[src/rtl/ltrf_pkg.sv]
// ----------------------------------------------------------------------------
// ltrf_pkg : shared types and constants of the LCD readout formatter
// Image geometry, controller words, glyph table and the job passed between
// the front classifier and the back emitter.
// ----------------------------------------------------------------------------
package ltrf_pkg;

   localparam int IMAGE_NIBBLES = 19;
   localparam int NIB_IDX_W     = $clog2(IMAGE_NIBBLES);
   localparam int LINES         = 3;
   localparam int DIGITS        = 3;
   localparam int DIG_IDX_W     = $clog2(DIGITS);

   localparam int REQ_TDATA_W   = 24;
   localparam int REQ_TUSER_W   = 3;
   localparam int RSP_TDATA_W   = 16;

   localparam int VALUE_W       = 20;
   localparam int X_W           = VALUE_W + 1;
   localparam int RECIP_W       = 20;
   localparam int RECIP_SHIFT   = 23;
   localparam int QUOT_W        = X_W + RECIP_W - RECIP_SHIFT;
   localparam logic [RECIP_W-1:0] RECIP_TEN = 20'hCCCCD;

   localparam logic [VALUE_W-1:0] LIMIT_HUNDREDTHS = 20'd10000;
   localparam logic [VALUE_W-1:0] LIMIT_TENTHS     = 20'd100000;

   localparam int WORD_W        = 12;
   localparam int BITW_W        = 4;

   localparam logic [WORD_W-1:0] CMD_SYS_EN   = 12'h802;
   localparam logic [WORD_W-1:0] CMD_LCD_ON   = 12'h806;
   localparam logic [WORD_W-1:0] CMD_BIAS     = 12'h852;
   localparam logic [WORD_W-1:0] WRITE_HEADER = 12'h140;

   localparam logic [BITW_W-1:0] WIDTH_CMD    = 4'd12;
   localparam logic [BITW_W-1:0] WIDTH_HEADER = 4'd9;
   localparam logic [BITW_W-1:0] WIDTH_NIBBLE = 4'd4;

   localparam logic       OP_INIT   = 1'b0;
   localparam logic [1:0] LINE_NONE = 2'd3;

   localparam int QUEUE_DEPTH   = 2;
   localparam int QPTR_W        = $clog2(QUEUE_DEPTH);

   typedef enum logic [1:0] {FR_IDLE, FR_SCALE, FR_DIGIT, FR_PUSH} front_state_type;
   typedef enum logic [1:0] {BK_IDLE, BK_CMD, BK_HEADER, BK_NIBBLE} back_state_type;

   typedef struct packed {
      logic                   init;
      logic [1:0]             line;
      logic [1:0]             marks;
      logic [DIGITS-1:0][3:0] digits;
   } job_type;

   typedef struct packed {
      logic full;
      logic empty;
   } queue_status_type;

   function automatic logic [6:0] glyph(input logic [3:0] digit);
      logic [6:0] g;
      case (digit)
         4'd0:    g = 7'h3F;
         4'd1:    g = 7'h06;
         4'd2:    g = 7'h5B;
         4'd3:    g = 7'h4F;
         4'd4:    g = 7'h66;
         4'd5:    g = 7'h6D;
         4'd6:    g = 7'h7D;
         4'd7:    g = 7'h07;
         4'd8:    g = 7'h7F;
         4'd9:    g = 7'h6F;
         default: g = 7'h00;
      endcase
      return g;
   endfunction

   function automatic logic [WORD_W-1:0] init_command(input logic [1:0] idx);
      logic [WORD_W-1:0] w;
      case (idx)
         2'd0:    w = CMD_SYS_EN;
         2'd1:    w = CMD_LCD_ON;
         2'd2:    w = CMD_BIAS;
         default: w = CMD_SYS_EN;
      endcase
      return w;
   endfunction

endpackage

[src/rtl/ltrf_queue.sv]
// ----------------------------------------------------------------------------
// ltrf_queue : short job queue between classifier and emitter
// Holds decoded jobs so that each side stalls on its own.
// ----------------------------------------------------------------------------
module ltrf_queue
   import ltrf_pkg::*;
(
   input  logic             clock,
   input  logic             reset,
   input  logic             push,
   input  job_type          push_job,
   input  logic             pop,
   output job_type          pop_job,
   output queue_status_type status
);

   job_type             entries_ff [QUEUE_DEPTH];
   logic [QPTR_W-1:0]   wr_ptr_ff, wr_ptr_in;
   logic [QPTR_W-1:0]   rd_ptr_ff, rd_ptr_in;
   logic [QPTR_W:0]     count_ff, count_in;

   assign status.full  = (count_ff == (QPTR_W+1)'(QUEUE_DEPTH));
   assign status.empty = (count_ff == '0);
   assign pop_job      = entries_ff[rd_ptr_ff];

   always_comb begin
      wr_ptr_in = push ? wr_ptr_ff + QPTR_W'(1) : wr_ptr_ff;
      rd_ptr_in = pop  ? rd_ptr_ff + QPTR_W'(1) : rd_ptr_ff;
      count_in  = count_ff;
      if (push && !pop) begin
         count_in = count_ff + (QPTR_W+1)'(1);
      end else if (pop && !push) begin
         count_in = count_ff - (QPTR_W+1)'(1);
      end
   end

   always_ff @(posedge clock) begin
      if (reset) begin
         wr_ptr_ff <= '0;
         rd_ptr_ff <= '0;
         count_ff  <= '0;
      end else begin
         wr_ptr_ff <= wr_ptr_in;
         rd_ptr_ff <= rd_ptr_in;
         count_ff  <= count_in;
      end
   end

   always_ff @(posedge clock) begin
      if (push) begin
         entries_ff[wr_ptr_ff] <= push_job;
      end
   end

   a_no_push_full: assert property (@(posedge clock) disable iff (reset)
      push |-> !status.full) else $error("push into full queue");
   a_no_pop_empty: assert property (@(posedge clock) disable iff (reset)
      pop |-> !status.empty) else $error("pop from empty queue");
   a_count_bound: assert property (@(posedge clock) disable iff (reset)
      count_ff <= (QPTR_W+1)'(QUEUE_DEPTH)) else $error("queue count overrun");

endmodule

[config.mk]
export PLATFORM = sky130hd
export DESIGN_NAME = ltrf_queue
export DESIGN_NICKNAME = d
export VERILOG_FILES = /design/src/rtl/ltrf_pkg.sv /design/src/rtl/ltrf_queue.sv
export SDC_FILE = /design/constraint.sdc
export NUM_CORES = 1
export LEC_CHECK = 0
export ABC_CLOCK_PERIOD_IN_PS = 2000
export BUFFER_PORTS_ARGS = -buffer_cell sky130_fd_sc_hd__buf_2
export CELL_PAD_IN_SITES_DETAIL_PLACEMENT = 1
export CELL_PAD_IN_SITES_GLOBAL_PLACEMENT = 1
export CORE_UTILIZATION = 30
export CTS_BUF_LIST = sky130_fd_sc_hd__clkbuf_16
export DETAILED_ROUTE_END_ITERATION = 12
export GPL_ROUTABILITY_DRIVEN = 0
export PLACE_DENSITY_LB_ADDON = 0.08
export SYNTH_ARGS = -nofsm -noshare
export SYNTH_HDL_FRONTEND = slang
export SYNTH_SLANG_ARGS = --single-unit
[constraint.sdc]
create_clock -name clock -period 2 [get_ports clock]
set_input_delay 0.1 -clock clock [delete_from_list [all_inputs] [get_ports clock]]
set_output_delay 0.1 -clock clock [all_outputs]
set_load 0.005 [all_outputs]
==> results.md <==
* Placed insts at 168
* Clock slew seen by the registers of the worst setup and hold paths at ~0.060 ns
* ANT cells at 0
* Clock Tree Root: clkbuf_16
* FF/Latch Area at 1120 µm²
* IO Port Bufs at 39
* First-pass GRT wire length at a little over 4 mm
* Worst-margin pin slew at approximately 0.25 ns
* Core area at 4470 µm²
* Comb pwr share at 9.7%
* Max-slew violations at 0
* Iter 0 DRT Violations at 30
* Net Sw Frac at 19.6%
* Netlist cell types at 16
* R2r endpoint: entries_ff[1][11]
* Syn Std Cell Area at approximately 1400 µm²
* Min-delay src: push_job[10]
* Status: finished clean
* H-tree depth at 2
* Type of the most critical hold path: primary input to flip-flop
* Global route overflow at 0
* Hold Path Cell Cnt at 1
* Final Hold Viols at 0
* Sink Count at 39
* Post-Syn Nets at between 90 and 100
* Final-layout fill cell count at 457
* Reg2reg path depth at 2
* # hold bufs at CTS at 0
* Footprint of the multi-input gates at 298 µm²
* Flop pwr share at 47.5%
* Most frequent cells in the layout: 39 x buf_2, 34 x edfxtp_1, 17 x mux2_2
* Max_slew headroom at a little over four fifths
* Max Root-Sink Buffers at 2
* Final setup vio count at 0
* Crit path required time at about 1.9 ns
* DR DRC count at 0
* Clk pwr share at a little over two fifths
* Synthesized area per cell at 19.1 µm²
* Cell Count, Final, Fillers Out at about 180
* Pwr/cell area at 1080 nW/µm²
* P_sw at 0.000397 W
* HPWL after detailed placement at 1.71 mm
* Die area at 5060 µm²
* # IOs at 40
* Hold WS at approximately 0.0087 ns
* Crit-path max cell delay at between 0.3 and 0.4 ns
* Crit. End Element: output pin
* Gate Count Post-Synth at between 70 and 80
* Vias at 778
* Vias in the first global route at 859
* Finished Cell Area at ~1900 µm²
* Die height at 71.1 µm
* Flops & latches, synth at 39
* Critical Path Source Type: flip-flop
* Post-synthesis sequential area ratio at approximately 78%
* Fmax at 723 MHz
* Worst Skew at 0.00274 ns
* Worst Path Arrival at between 1 and 1.5 ns
* Inserted Clock Buffers at 5
* Die Width at 71.1 µm
* Crit path time final at approximately 1.4 ns
* Yosys warns at 0
* Final TNS setup at 0 ns
* RSZ-0062 raised after global routing: false
* Flop2flop setup slack at 0.91 ns
* Final Util at 41.9%
* Critical-path cell list: buf_4, mux2_2, buf_2
* Max-cap violations at 0
* Initial antenna violation count at 0
* Via density at 4.42
* End of the critical path: pop_job[6]
* Crit-path slowest cell: mux2_2
* Post-DRT Antenna Nets at 0
* Drt first pass iters at 6
* Nets at 145
* TritonCTS clock tree: yes
* Total track usage at 11.3%
* Period utilisation layout at 69.2%
* Initial Utilization at 32.0%
* DR WL/cell at 14.2 µm
* Area Overhead vs Synth at 31.0%
* Critical R2R Launch: wr_ptr_ff
* Crit path max fanout at 9
* Final wirelength at 2.49 mm
* Power Internal at 0.00163 W
* Largest net degree at the start of global routing at 18
* Commonest non-fill, non-tap cell in the layout: buf_2
* CP Class: flip-flop to output pin
* FP Rows at 24
* Post-cts resize count at 0
* Layout cells sized above 1 at between 50% and 60%
* VDD IR max at 0.000593 V
* Dpl cell area at between 1500 and 2000 µm²
* Clk Latency, worst-skew pair at 0.28 ns
* # Post-CTS Setup Buffers at 0
* Pleak at 0.734 nW
-- stage by stage --
| stage | setup WS (ns) | power (W) |
|---|---|---|
| 3_3_place_gp | 0.911 | 0.00118 |
| 3_5_place_dp | 0.854 | 0.00119 |
| 5_1_grt | 0.541 | 0.00210 |
| 4_1_cts | 0.589 | 0.00207 |
| 2_1_floorplan | 0.499 | 0.00108 |
| 6_report | 0.617 | 0.00203 |
-- how the worst min path moves through the flow --
| stage | slack, ns | end |
|---|---|---|
| after global placement | 0.29 | entries_ff[0][1] |
| after global routing | 0.007 | entries_ff[1][2] |
| after detailed placement | 0.29 | entries_ff[0][3] |
| final | 0.009 | entries_ff[1][10] |
| after floorplan | 0.17 | count_ff[1] |
| after CTS | 0.004 | entries_ff[0][10] |
-- flip-flops by register name, indices dropped and copies added, names as in the netlist, named ones only --
signal and count:
count_ff 2, entries_ff 34, rd_ptr_ff 1, wr_ptr_ff 1
-- metal layers --
layer	GRT usage, %	wire [µm]	vias to the layer above
li1	-	-	377
met1	11.9	987	369
met2	19.4	1280	27
met3	4.27	169	5
met4	6.00	53	0
met5	0	0	-
-- critical path, delay by kind of cell (launching register included) --
kind | cells | cell delay, ns
buffers and inverters | 2 | 0.32
DFF | 1 | 0.33
muxes | 1 | 0.35
-- synthesized netlist by cell type, drive strengths merged --
cell type  count  share of area (%)
edfxtp        34                 71
mux2          17                 13
dfxtp          5                7.0
nor2           5                1.3
buf            2               0.87
xnor2          2                1.2
xor2           2                1.2
a21oi          1               0.35
and2           1               0.44
and2b          1               0.61
ha             1               0.87
inv            1               0.26
nor2b          1               0.44
o21ai          1               0.35
or3            1               0.44
-- cell type report --
type	instances	share of cell area, %
timing repair buffer	43	12.0
clock inverter	3	2.07
multi-input combinational	33	15.9
clock buffer	5	6.67
tap	52	3.47
inverter	1	0.200
sequential	39	59.7
-- logic make-up after synthesis --
logic type | Yosys count | share of synthesized area (%)
fa+ha+maj | 1 | 0.873
compound gates | 2 | 0.698
mux | 17 | 13.4
xor+xnor | 4 | 2.45
buf+inv | 3 | 1.13
simple gates | 9 | 3.23
flops | 39 | 78.3
-- power groups by stage --
stage | Combinational (W) | Sequential, W | Clock [W]
after floorplan | 0.000109 | 0.000975 | 0
after global routing | 0.000221 | 0.000972 | 0.000910
after global placement | 0.000199 | 0.000978 | 0
after CTS | 0.000204 | 0.000965 | 0.000896
after detailed placement | 0.000203 | 0.000983 | 0
final | 0.000196 | 0.000965 | 0.000869
Note: power is estimated with default switching activity, not from simulation.
