==> config.mk <==
export PLATFORM = sky130hd
export DESIGN_NAME = ltrf_back
export DESIGN_NICKNAME = d
export VERILOG_FILES = /design/src/rtl/ltrf_pkg.sv /design/src/rtl/ltrf_back.sv
export SDC_FILE = /design/constraint.sdc
export NUM_CORES = 1
export LEC_CHECK = 0
export BUFFER_PORTS_ARGS = -buffer_cell sky130_fd_sc_hd__buf_2
export CORE_MARGIN = 4
export CORE_UTILIZATION = 65
export DETAILED_ROUTE_END_ITERATION = 10
export PLACE_DENSITY_LB_ADDON = 0.1
export SLEW_MARGIN = 30
export SYNTH_ARGS = -nofsm -noshare
export SYNTH_HDL_FRONTEND = slang
export SYNTH_SLANG_ARGS = --single-unit
==> constraint.sdc <==
create_clock -name clock -period 8.2 [get_ports clock]
set_clock_uncertainty 0.05 [all_clocks]
set_input_delay 0.41 -clock clock [delete_from_list [all_inputs] [get_ports clock]]
set_output_delay 0.41 -clock clock [all_outputs]
set_load 0.005 [all_outputs]
==> src/rtl/ltrf_pkg.sv <==
// ----------------------------------------------------------------------------
// ltrf_pkg : shared types and constants of the LCD readout formatter
// Image geometry, controller words, glyph table and the job passed between
// the front classifier and the back emitter.
// ----------------------------------------------------------------------------
package ltrf_pkg;

   localparam int IMAGE_NIBBLES = 19;
   localparam int NIB_IDX_W     = $clog2(IMAGE_NIBBLES);
   localparam int LINES         = 3;
   localparam int DIGITS        = 3;
   localparam int DIG_IDX_W     = $clog2(DIGITS);

   localparam int REQ_TDATA_W   = 24;
   localparam int REQ_TUSER_W   = 3;
   localparam int RSP_TDATA_W   = 16;

   localparam int VALUE_W       = 20;
   localparam int X_W           = VALUE_W + 1;
   localparam int RECIP_W       = 20;
   localparam int RECIP_SHIFT   = 23;
   localparam int QUOT_W        = X_W + RECIP_W - RECIP_SHIFT;
   localparam logic [RECIP_W-1:0] RECIP_TEN = 20'hCCCCD;

   localparam logic [VALUE_W-1:0] LIMIT_HUNDREDTHS = 20'd10000;
   localparam logic [VALUE_W-1:0] LIMIT_TENTHS     = 20'd100000;

   localparam int WORD_W        = 12;
   localparam int BITW_W        = 4;

   localparam logic [WORD_W-1:0] CMD_SYS_EN   = 12'h802;
   localparam logic [WORD_W-1:0] CMD_LCD_ON   = 12'h806;
   localparam logic [WORD_W-1:0] CMD_BIAS     = 12'h852;
   localparam logic [WORD_W-1:0] WRITE_HEADER = 12'h140;

   localparam logic [BITW_W-1:0] WIDTH_CMD    = 4'd12;
   localparam logic [BITW_W-1:0] WIDTH_HEADER = 4'd9;
   localparam logic [BITW_W-1:0] WIDTH_NIBBLE = 4'd4;

   localparam logic       OP_INIT   = 1'b0;
   localparam logic [1:0] LINE_NONE = 2'd3;

   localparam int QUEUE_DEPTH   = 2;
   localparam int QPTR_W        = $clog2(QUEUE_DEPTH);

   typedef enum logic [1:0] {FR_IDLE, FR_SCALE, FR_DIGIT, FR_PUSH} front_state_type;
   typedef enum logic [1:0] {BK_IDLE, BK_CMD, BK_HEADER, BK_NIBBLE} back_state_type;

   typedef struct packed {
      logic                   init;
      logic [1:0]             line;
      logic [1:0]             marks;
      logic [DIGITS-1:0][3:0] digits;
   } job_type;

   typedef struct packed {
      logic full;
      logic empty;
   } queue_status_type;

   function automatic logic [6:0] glyph(input logic [3:0] digit);
      logic [6:0] g;
      case (digit)
         4'd0:    g = 7'h3F;
         4'd1:    g = 7'h06;
         4'd2:    g = 7'h5B;
         4'd3:    g = 7'h4F;
         4'd4:    g = 7'h66;
         4'd5:    g = 7'h6D;
         4'd6:    g = 7'h7D;
         4'd7:    g = 7'h07;
         4'd8:    g = 7'h7F;
         4'd9:    g = 7'h6F;
         default: g = 7'h00;
      endcase
      return g;
   endfunction

   function automatic logic [WORD_W-1:0] init_command(input logic [1:0] idx);
      logic [WORD_W-1:0] w;
      case (idx)
         2'd0:    w = CMD_SYS_EN;
         2'd1:    w = CMD_LCD_ON;
         2'd2:    w = CMD_BIAS;
         default: w = CMD_SYS_EN;
      endcase
      return w;
   endfunction

endpackage

==> src/rtl/ltrf_back.sv <==
// ----------------------------------------------------------------------------
// ltrf_back : segment image and serial word emitter
// Applies a job to the segment image, then streams an init job's commands, the
// write header and every image nibble, one word a cycle when not stalled.
// ----------------------------------------------------------------------------
module ltrf_back
   import ltrf_pkg::*;
(
   input  logic                   clock,
   input  logic                   reset,
   input  job_type                pop_job,
   input  queue_status_type       status,
   output logic                   pop,
   output logic                   rsp_tvalid,
   input  logic                   rsp_tready,
   output logic [RSP_TDATA_W-1:0] rsp_tdata,   // word, bit_width
   output logic                   rsp_tuser,   // frame_end
   output logic                   rsp_tlast
);

   back_state_type          state_ff, state_in;
   logic [NIB_IDX_W-1:0]    count_ff, count_in;
   logic [3:0]              image_ff [IMAGE_NIBBLES];
   logic [3:0]              image_in [IMAGE_NIBBLES];
   logic                    valid_ff, valid_in;
   logic [WORD_W-1:0]       word_ff, word_in;
   logic [BITW_W-1:0]       width_ff, width_in;
   logic                    fend_ff, fend_in;
   logic                    last_ff, last_in;

   logic                    load;
   logic                    nib_end;
   logic [NIB_IDX_W-1:0]    base;
   logic [NIB_IDX_W-1:0]    lo_pos [DIGITS];
   logic [NIB_IDX_W-1:0]    hi_pos [DIGITS];
   logic [6:0]              g [DIGITS];
   logic [DIGITS-1:0]       mark_sel;

   assign load     = !valid_ff || rsp_tready;
   assign nib_end  = (count_ff == NIB_IDX_W'(IMAGE_NIBBLES-1));
   assign base     = NIB_IDX_W'({pop_job.line, 2'b00}) + NIB_IDX_W'({pop_job.line, 1'b0})
                     + NIB_IDX_W'(1);
   assign mark_sel = {pop_job.marks, 1'b0};

   always_comb begin
      for (int j = 0; j < DIGITS; j++) begin
         lo_pos[j] = base + NIB_IDX_W'(2*j);
         hi_pos[j] = base + NIB_IDX_W'(2*j+1);
         g[j]      = glyph(pop_job.digits[j]);
      end
   end

   always_comb begin
      state_in = state_ff;
      count_in = count_ff;
      valid_in = valid_ff;
      word_in  = word_ff;
      width_in = width_ff;
      fend_in  = fend_ff;
      last_in  = last_ff;
      pop      = 1'b0;
      for (int n = 0; n < IMAGE_NIBBLES; n++) begin
         image_in[n] = image_ff[n];
      end
      case (state_ff)
         BK_IDLE: begin
            if (load) begin
               valid_in = 1'b0;
            end
            if (!status.empty) begin
               pop      = 1'b1;
               count_in = '0;
               if (pop_job.init) begin
                  state_in = BK_CMD;
                  for (int n = 0; n < IMAGE_NIBBLES; n++) begin
                     image_in[n] = 4'h0;
                     for (int k = 0; k < LINES; k++) begin
                        if (n == 2*DIGITS*k+1) begin
                           image_in[n] = 4'h8;
                        end
                     end
                  end
               end else begin
                  state_in = BK_HEADER;
                  for (int n = 0; n < IMAGE_NIBBLES; n++) begin
                     for (int j = 0; j < DIGITS; j++) begin
                        if (NIB_IDX_W'(n) == lo_pos[j]) begin
                           image_in[n] = {(j == 0) ? image_ff[n][3] : mark_sel[j],
                                          g[j][2], g[j][6], g[j][1]};
                        end
                        if (NIB_IDX_W'(n) == hi_pos[j]) begin
                           image_in[n] = {g[j][3], g[j][4], g[j][5], g[j][0]};
                        end
                     end
                  end
               end
            end
         end
         BK_CMD: begin
            if (load) begin
               valid_in = 1'b1;
               word_in  = init_command(count_ff[1:0]);
               width_in = WIDTH_CMD;
               fend_in  = 1'b1;
               last_in  = 1'b0;
               if (count_ff[1:0] == 2'd2) begin
                  state_in = BK_HEADER;
                  count_in = '0;
               end else begin
                  count_in = count_ff + NIB_IDX_W'(1);
               end
            end
         end
         BK_HEADER: begin
            if (load) begin
               valid_in = 1'b1;
               word_in  = WRITE_HEADER;
               width_in = WIDTH_HEADER;
               fend_in  = 1'b0;
               last_in  = 1'b0;
               state_in = BK_NIBBLE;
               count_in = '0;
            end
         end
         BK_NIBBLE: begin
            if (load) begin
               valid_in = 1'b1;
               word_in  = WORD_W'(image_ff[count_ff]);
               width_in = WIDTH_NIBBLE;
               fend_in  = nib_end;
               last_in  = nib_end;
               if (nib_end) begin
                  state_in = BK_IDLE;
               end else begin
                  count_in = count_ff + NIB_IDX_W'(1);
               end
            end
         end
         default: state_in = BK_IDLE;
      endcase
   end

   always_ff @(posedge clock) begin
      if (reset) begin
         state_ff <= BK_IDLE;
         count_ff <= '0;
         valid_ff <= 1'b0;
         for (int n = 0; n < IMAGE_NIBBLES; n++) begin
            image_ff[n] <= 4'h0;
         end
      end else begin
         state_ff <= state_in;
         count_ff <= count_in;
         valid_ff <= valid_in;
         for (int n = 0; n < IMAGE_NIBBLES; n++) begin
            image_ff[n] <= image_in[n];
         end
      end
   end

   always_ff @(posedge clock) begin
      word_ff  <= word_in;
      width_ff <= width_in;
      fend_ff  <= fend_in;
      last_ff  <= last_in;
   end

   assign rsp_tvalid = valid_ff;
   assign rsp_tdata  = {width_ff, word_ff};
   assign rsp_tuser  = fend_ff;
   assign rsp_tlast  = last_ff;

   a_width_legal: assert property (@(posedge clock) disable iff (reset)
      valid_ff |-> (width_ff == WIDTH_CMD || width_ff == WIDTH_HEADER ||
                    width_ff == WIDTH_NIBBLE)) else $error("illegal word width");
   a_last_ends_frame: assert property (@(posedge clock) disable iff (reset)
      (valid_ff && last_ff) |-> (fend_ff && width_ff == WIDTH_NIBBLE))
      else $error("last word does not close a frame");
   a_header_word: assert property (@(posedge clock) disable iff (reset)
      (valid_ff && width_ff == WIDTH_HEADER) |-> (word_ff == WRITE_HEADER && !fend_ff))
      else $error("malformed write header");

endmodule

==> run summary <==
status: finished clean
setup tns final: 0 ns
Area growth syn-to-layout: 6.594%
CTS buffer count: 9
first-pass GRT wire length: 36700 um
CP most frequent cell: ha_1
clock root cell: clkbuf_16
commonest cells in the netlist: 88 x edfxtp_1, 77 x nor2_1, 62 x nand2_1
RSZ-0062 raised after global routing: false
post_cts resized: 0
CP top delay family: buffers and inverters
Tot GR Track Use: 37.35%
num ports: 42
Crit Path Category: input pin to flip-flop
vias: 6793
Avg Inst Size Synth: 9.214 sq um
CP Launch Point: pop_job[14]
initial antenna violation count: 1
worst r2r src: state_ff[0]
Final Setup Violations: 0
die area: 13090 sq um
total power draw: 1.777 mW
flop2flop setup slack: 5.13 ns
clock tree from TritonCTS: built
Iteration-0 DRC Markers: 1343
proportion of layout cells with a drive suffix above 1: 12.38%
Pwr Density: 226.5 nW/um^2
slew margin rel.: 35.63%
drt pass-1 iters: 6
gr ovfl total: 0
Skew-Pair Late Insertion Delay: 0.35 ns
worst hold path cell count: 4
H-tree depth: 3
IO Port Bufs: 35
diode count: 0
CP arrival: 3.43 ns
Avg Vias per Cell: 7.227
CP Buf/Inv Count: 3
clk sinks: 101
Worst Path Max Fanout: 39
Final min period: 3.342 ns
crit-path cells: buf_2 > inv_1 > ha_1 > buf_4 > ha_1 > nor2b_1 > o21ai_0 > a211oi_1
worst-margin pin slew: 0.9591 ns
Leak: 2.965 nW
r2r worst-path depth: 8
Yosys top cell area share: 35.89%
Hold Path End: rsp_tvalid
Levels on crit path: 8
max_cap viols: 0
#FFs+latches synth: 101
Nets: 856
yosys warns: 0
ranking of synthesized cells by area: edfxtp_1 36%, ha_1 6.6%, a211oi_1 4.7%
Netlist Area Pre-Place: 7362 sq um
Tcrit/Tclk final: 40.76%
Max Fclk: 299.2 MHz
Primary FF master, synth: edfxtp_1
clk slew on worst S/H paths: 0.07 ns
Crit path required time: 8.28 ns
cts hold-fix bufs: 0
HP Class: input pin to flip-flop
sequential area share after synthesis: 39.43%
Post-CTS Setup Bufs: 0
vias in the first global route: 6453
Max Slew Vio Count: 0
CP endpoint kind: flip-flop
hold wc startpoint: rsp_tready
# rows: 38
largest net degree at the start of global routing: 40
RePlAce Congestion: 1.028
count leader, synth: edfxtp_1
die height: 114.4 um
Post-Synthesis Cells: 799
drt total wl: 23770 um
Final ANT Viol Nets: 0
DIE WIDTH: 114.4 um
post-synth cell types: 73
reg-to-reg endpoint: image_ff[16][2]
hpwl dp: 17180 um
worst vdd ir: 0.2566 mV
Critical Path Start Type: input pin
endpoints failing hold: 0
routed length per instance: 25.28 um
asr flop ratio synth: 0%
EDFF count, synth: 88
Slowest-stage cell, CP: nor2b_1
CTS Buffer Depth: 2
Core ar.: 10980 sq um
DRC viols: 0
Starting Density: 67.03%
max incr delay on CP: 0.71 ns
top cell type by total area after synthesis: edfxtp_1
-- per-stage QoR --
stage               setup slack [ns]  utilization [%]  instance area [sq um]  hold slack, ns  std cells
floorplan                      5.337                -                   7377          0.4476        803
global placement               4.791            68.28                   7500          0.4951        922
detailed placement             4.697            68.43                   7516          0.5188        924
CTS                            5.026            71.35                   7836          0.3512        940
global route                   4.785            71.45                   7848          0.3700        940
finish                         4.858            71.45                   7848          0.3592        940
-- metal layers --
| layer | share of wire (%) | GRT usage, % |
|---|---|---|
| met5 | 0 | 0 |
| met4 | 6.9 | 21.38 |
| met3 | 13 | 7.505 |
| met1 | 36 | 48.74 |
| met2 | 44 | 58.01 |
-- flip-flops by register name (all words and copies together) (netlist names), named ones only --
register and count:
state_ff 2, rsp_tvalid 1, rsp_tlast 1, count_ff 5, image_ff 76, word_ff 8
width_ff 2, rsp_tuser 1
-- how the worst max path moves through the flow --
stage | end | slack (ns)
finish | image_ff[1][2] | 4.86
global route | image_ff[0][0] | 4.79
floorplan | image_ff[10][3] | 5.34
global placement | image_ff[0][0] | 4.79
CTS | image_ff[0][2] | 5.03
detailed placement | image_ff[0][1] | 4.70
-- power by group --
| part | leakage, nW | internal, mW | switching [mW] |
|---|---|---|---|
| combinational | 1.78 | 0.201 | 0.375 |
| clock | 0.157 | 0.263 | 0.192 |
| sequential | 1.03 | 0.690 | 0.0563 |
-- tightest hold or removal path, delay by kind of cell --
family,cells,cell delay [ns]
and+or+nand+nor,2,0.17
AOI/OAI and AO/OA,1,0.06
buffers and inverters,1,0.07
-- layout by cell type (no fill, tap or decap), types with 27 or more instances in the layout --
cell | Yosys | final
a211oi_1 | 46 | 46
buf_2 | 11 | 37
nor2_1 | 77 | 75
o21ai_0 | 34 | 34
nand3_1 | 31 | 31
edfxtp_1 | 88 | 88
ha_1 | 39 | 39
a21oi_1 | 60 | 59
nand2_1 | 62 | 62
inv_1 | 27 | 27
-- kinds of logic after synthesis --
kind of cell               Yosys count  share of synthesized area, %
AOI/OAI and AO/OA                  265                         24.61
and+or+nand+nor                    258                         16.89
DFF                                101                         39.43
buffers and inverters               93                         5.489
adders and majority gates           39                         6.628
muxes                               37                         6.305
xor gates and xnor gates             5                        0.5948
other                                1                       0.05094
-- final cells by class --
| type | count | area (sq um) |
|---|---|---|
| fillers | 799 | 3136 |
| flip-flops and latches | 101 | 2903 |
| well taps | 140 | 175.2 |
| inverters | 27 | 101.3 |
| clock inverters | 5 | 56.30 |
| clock buffers | 11 | 264.0 |
| repair buffers | 47 | 260.3 |
| multi-input cells | 609 | 4088 |
Power figures use the tool's default switching activity.
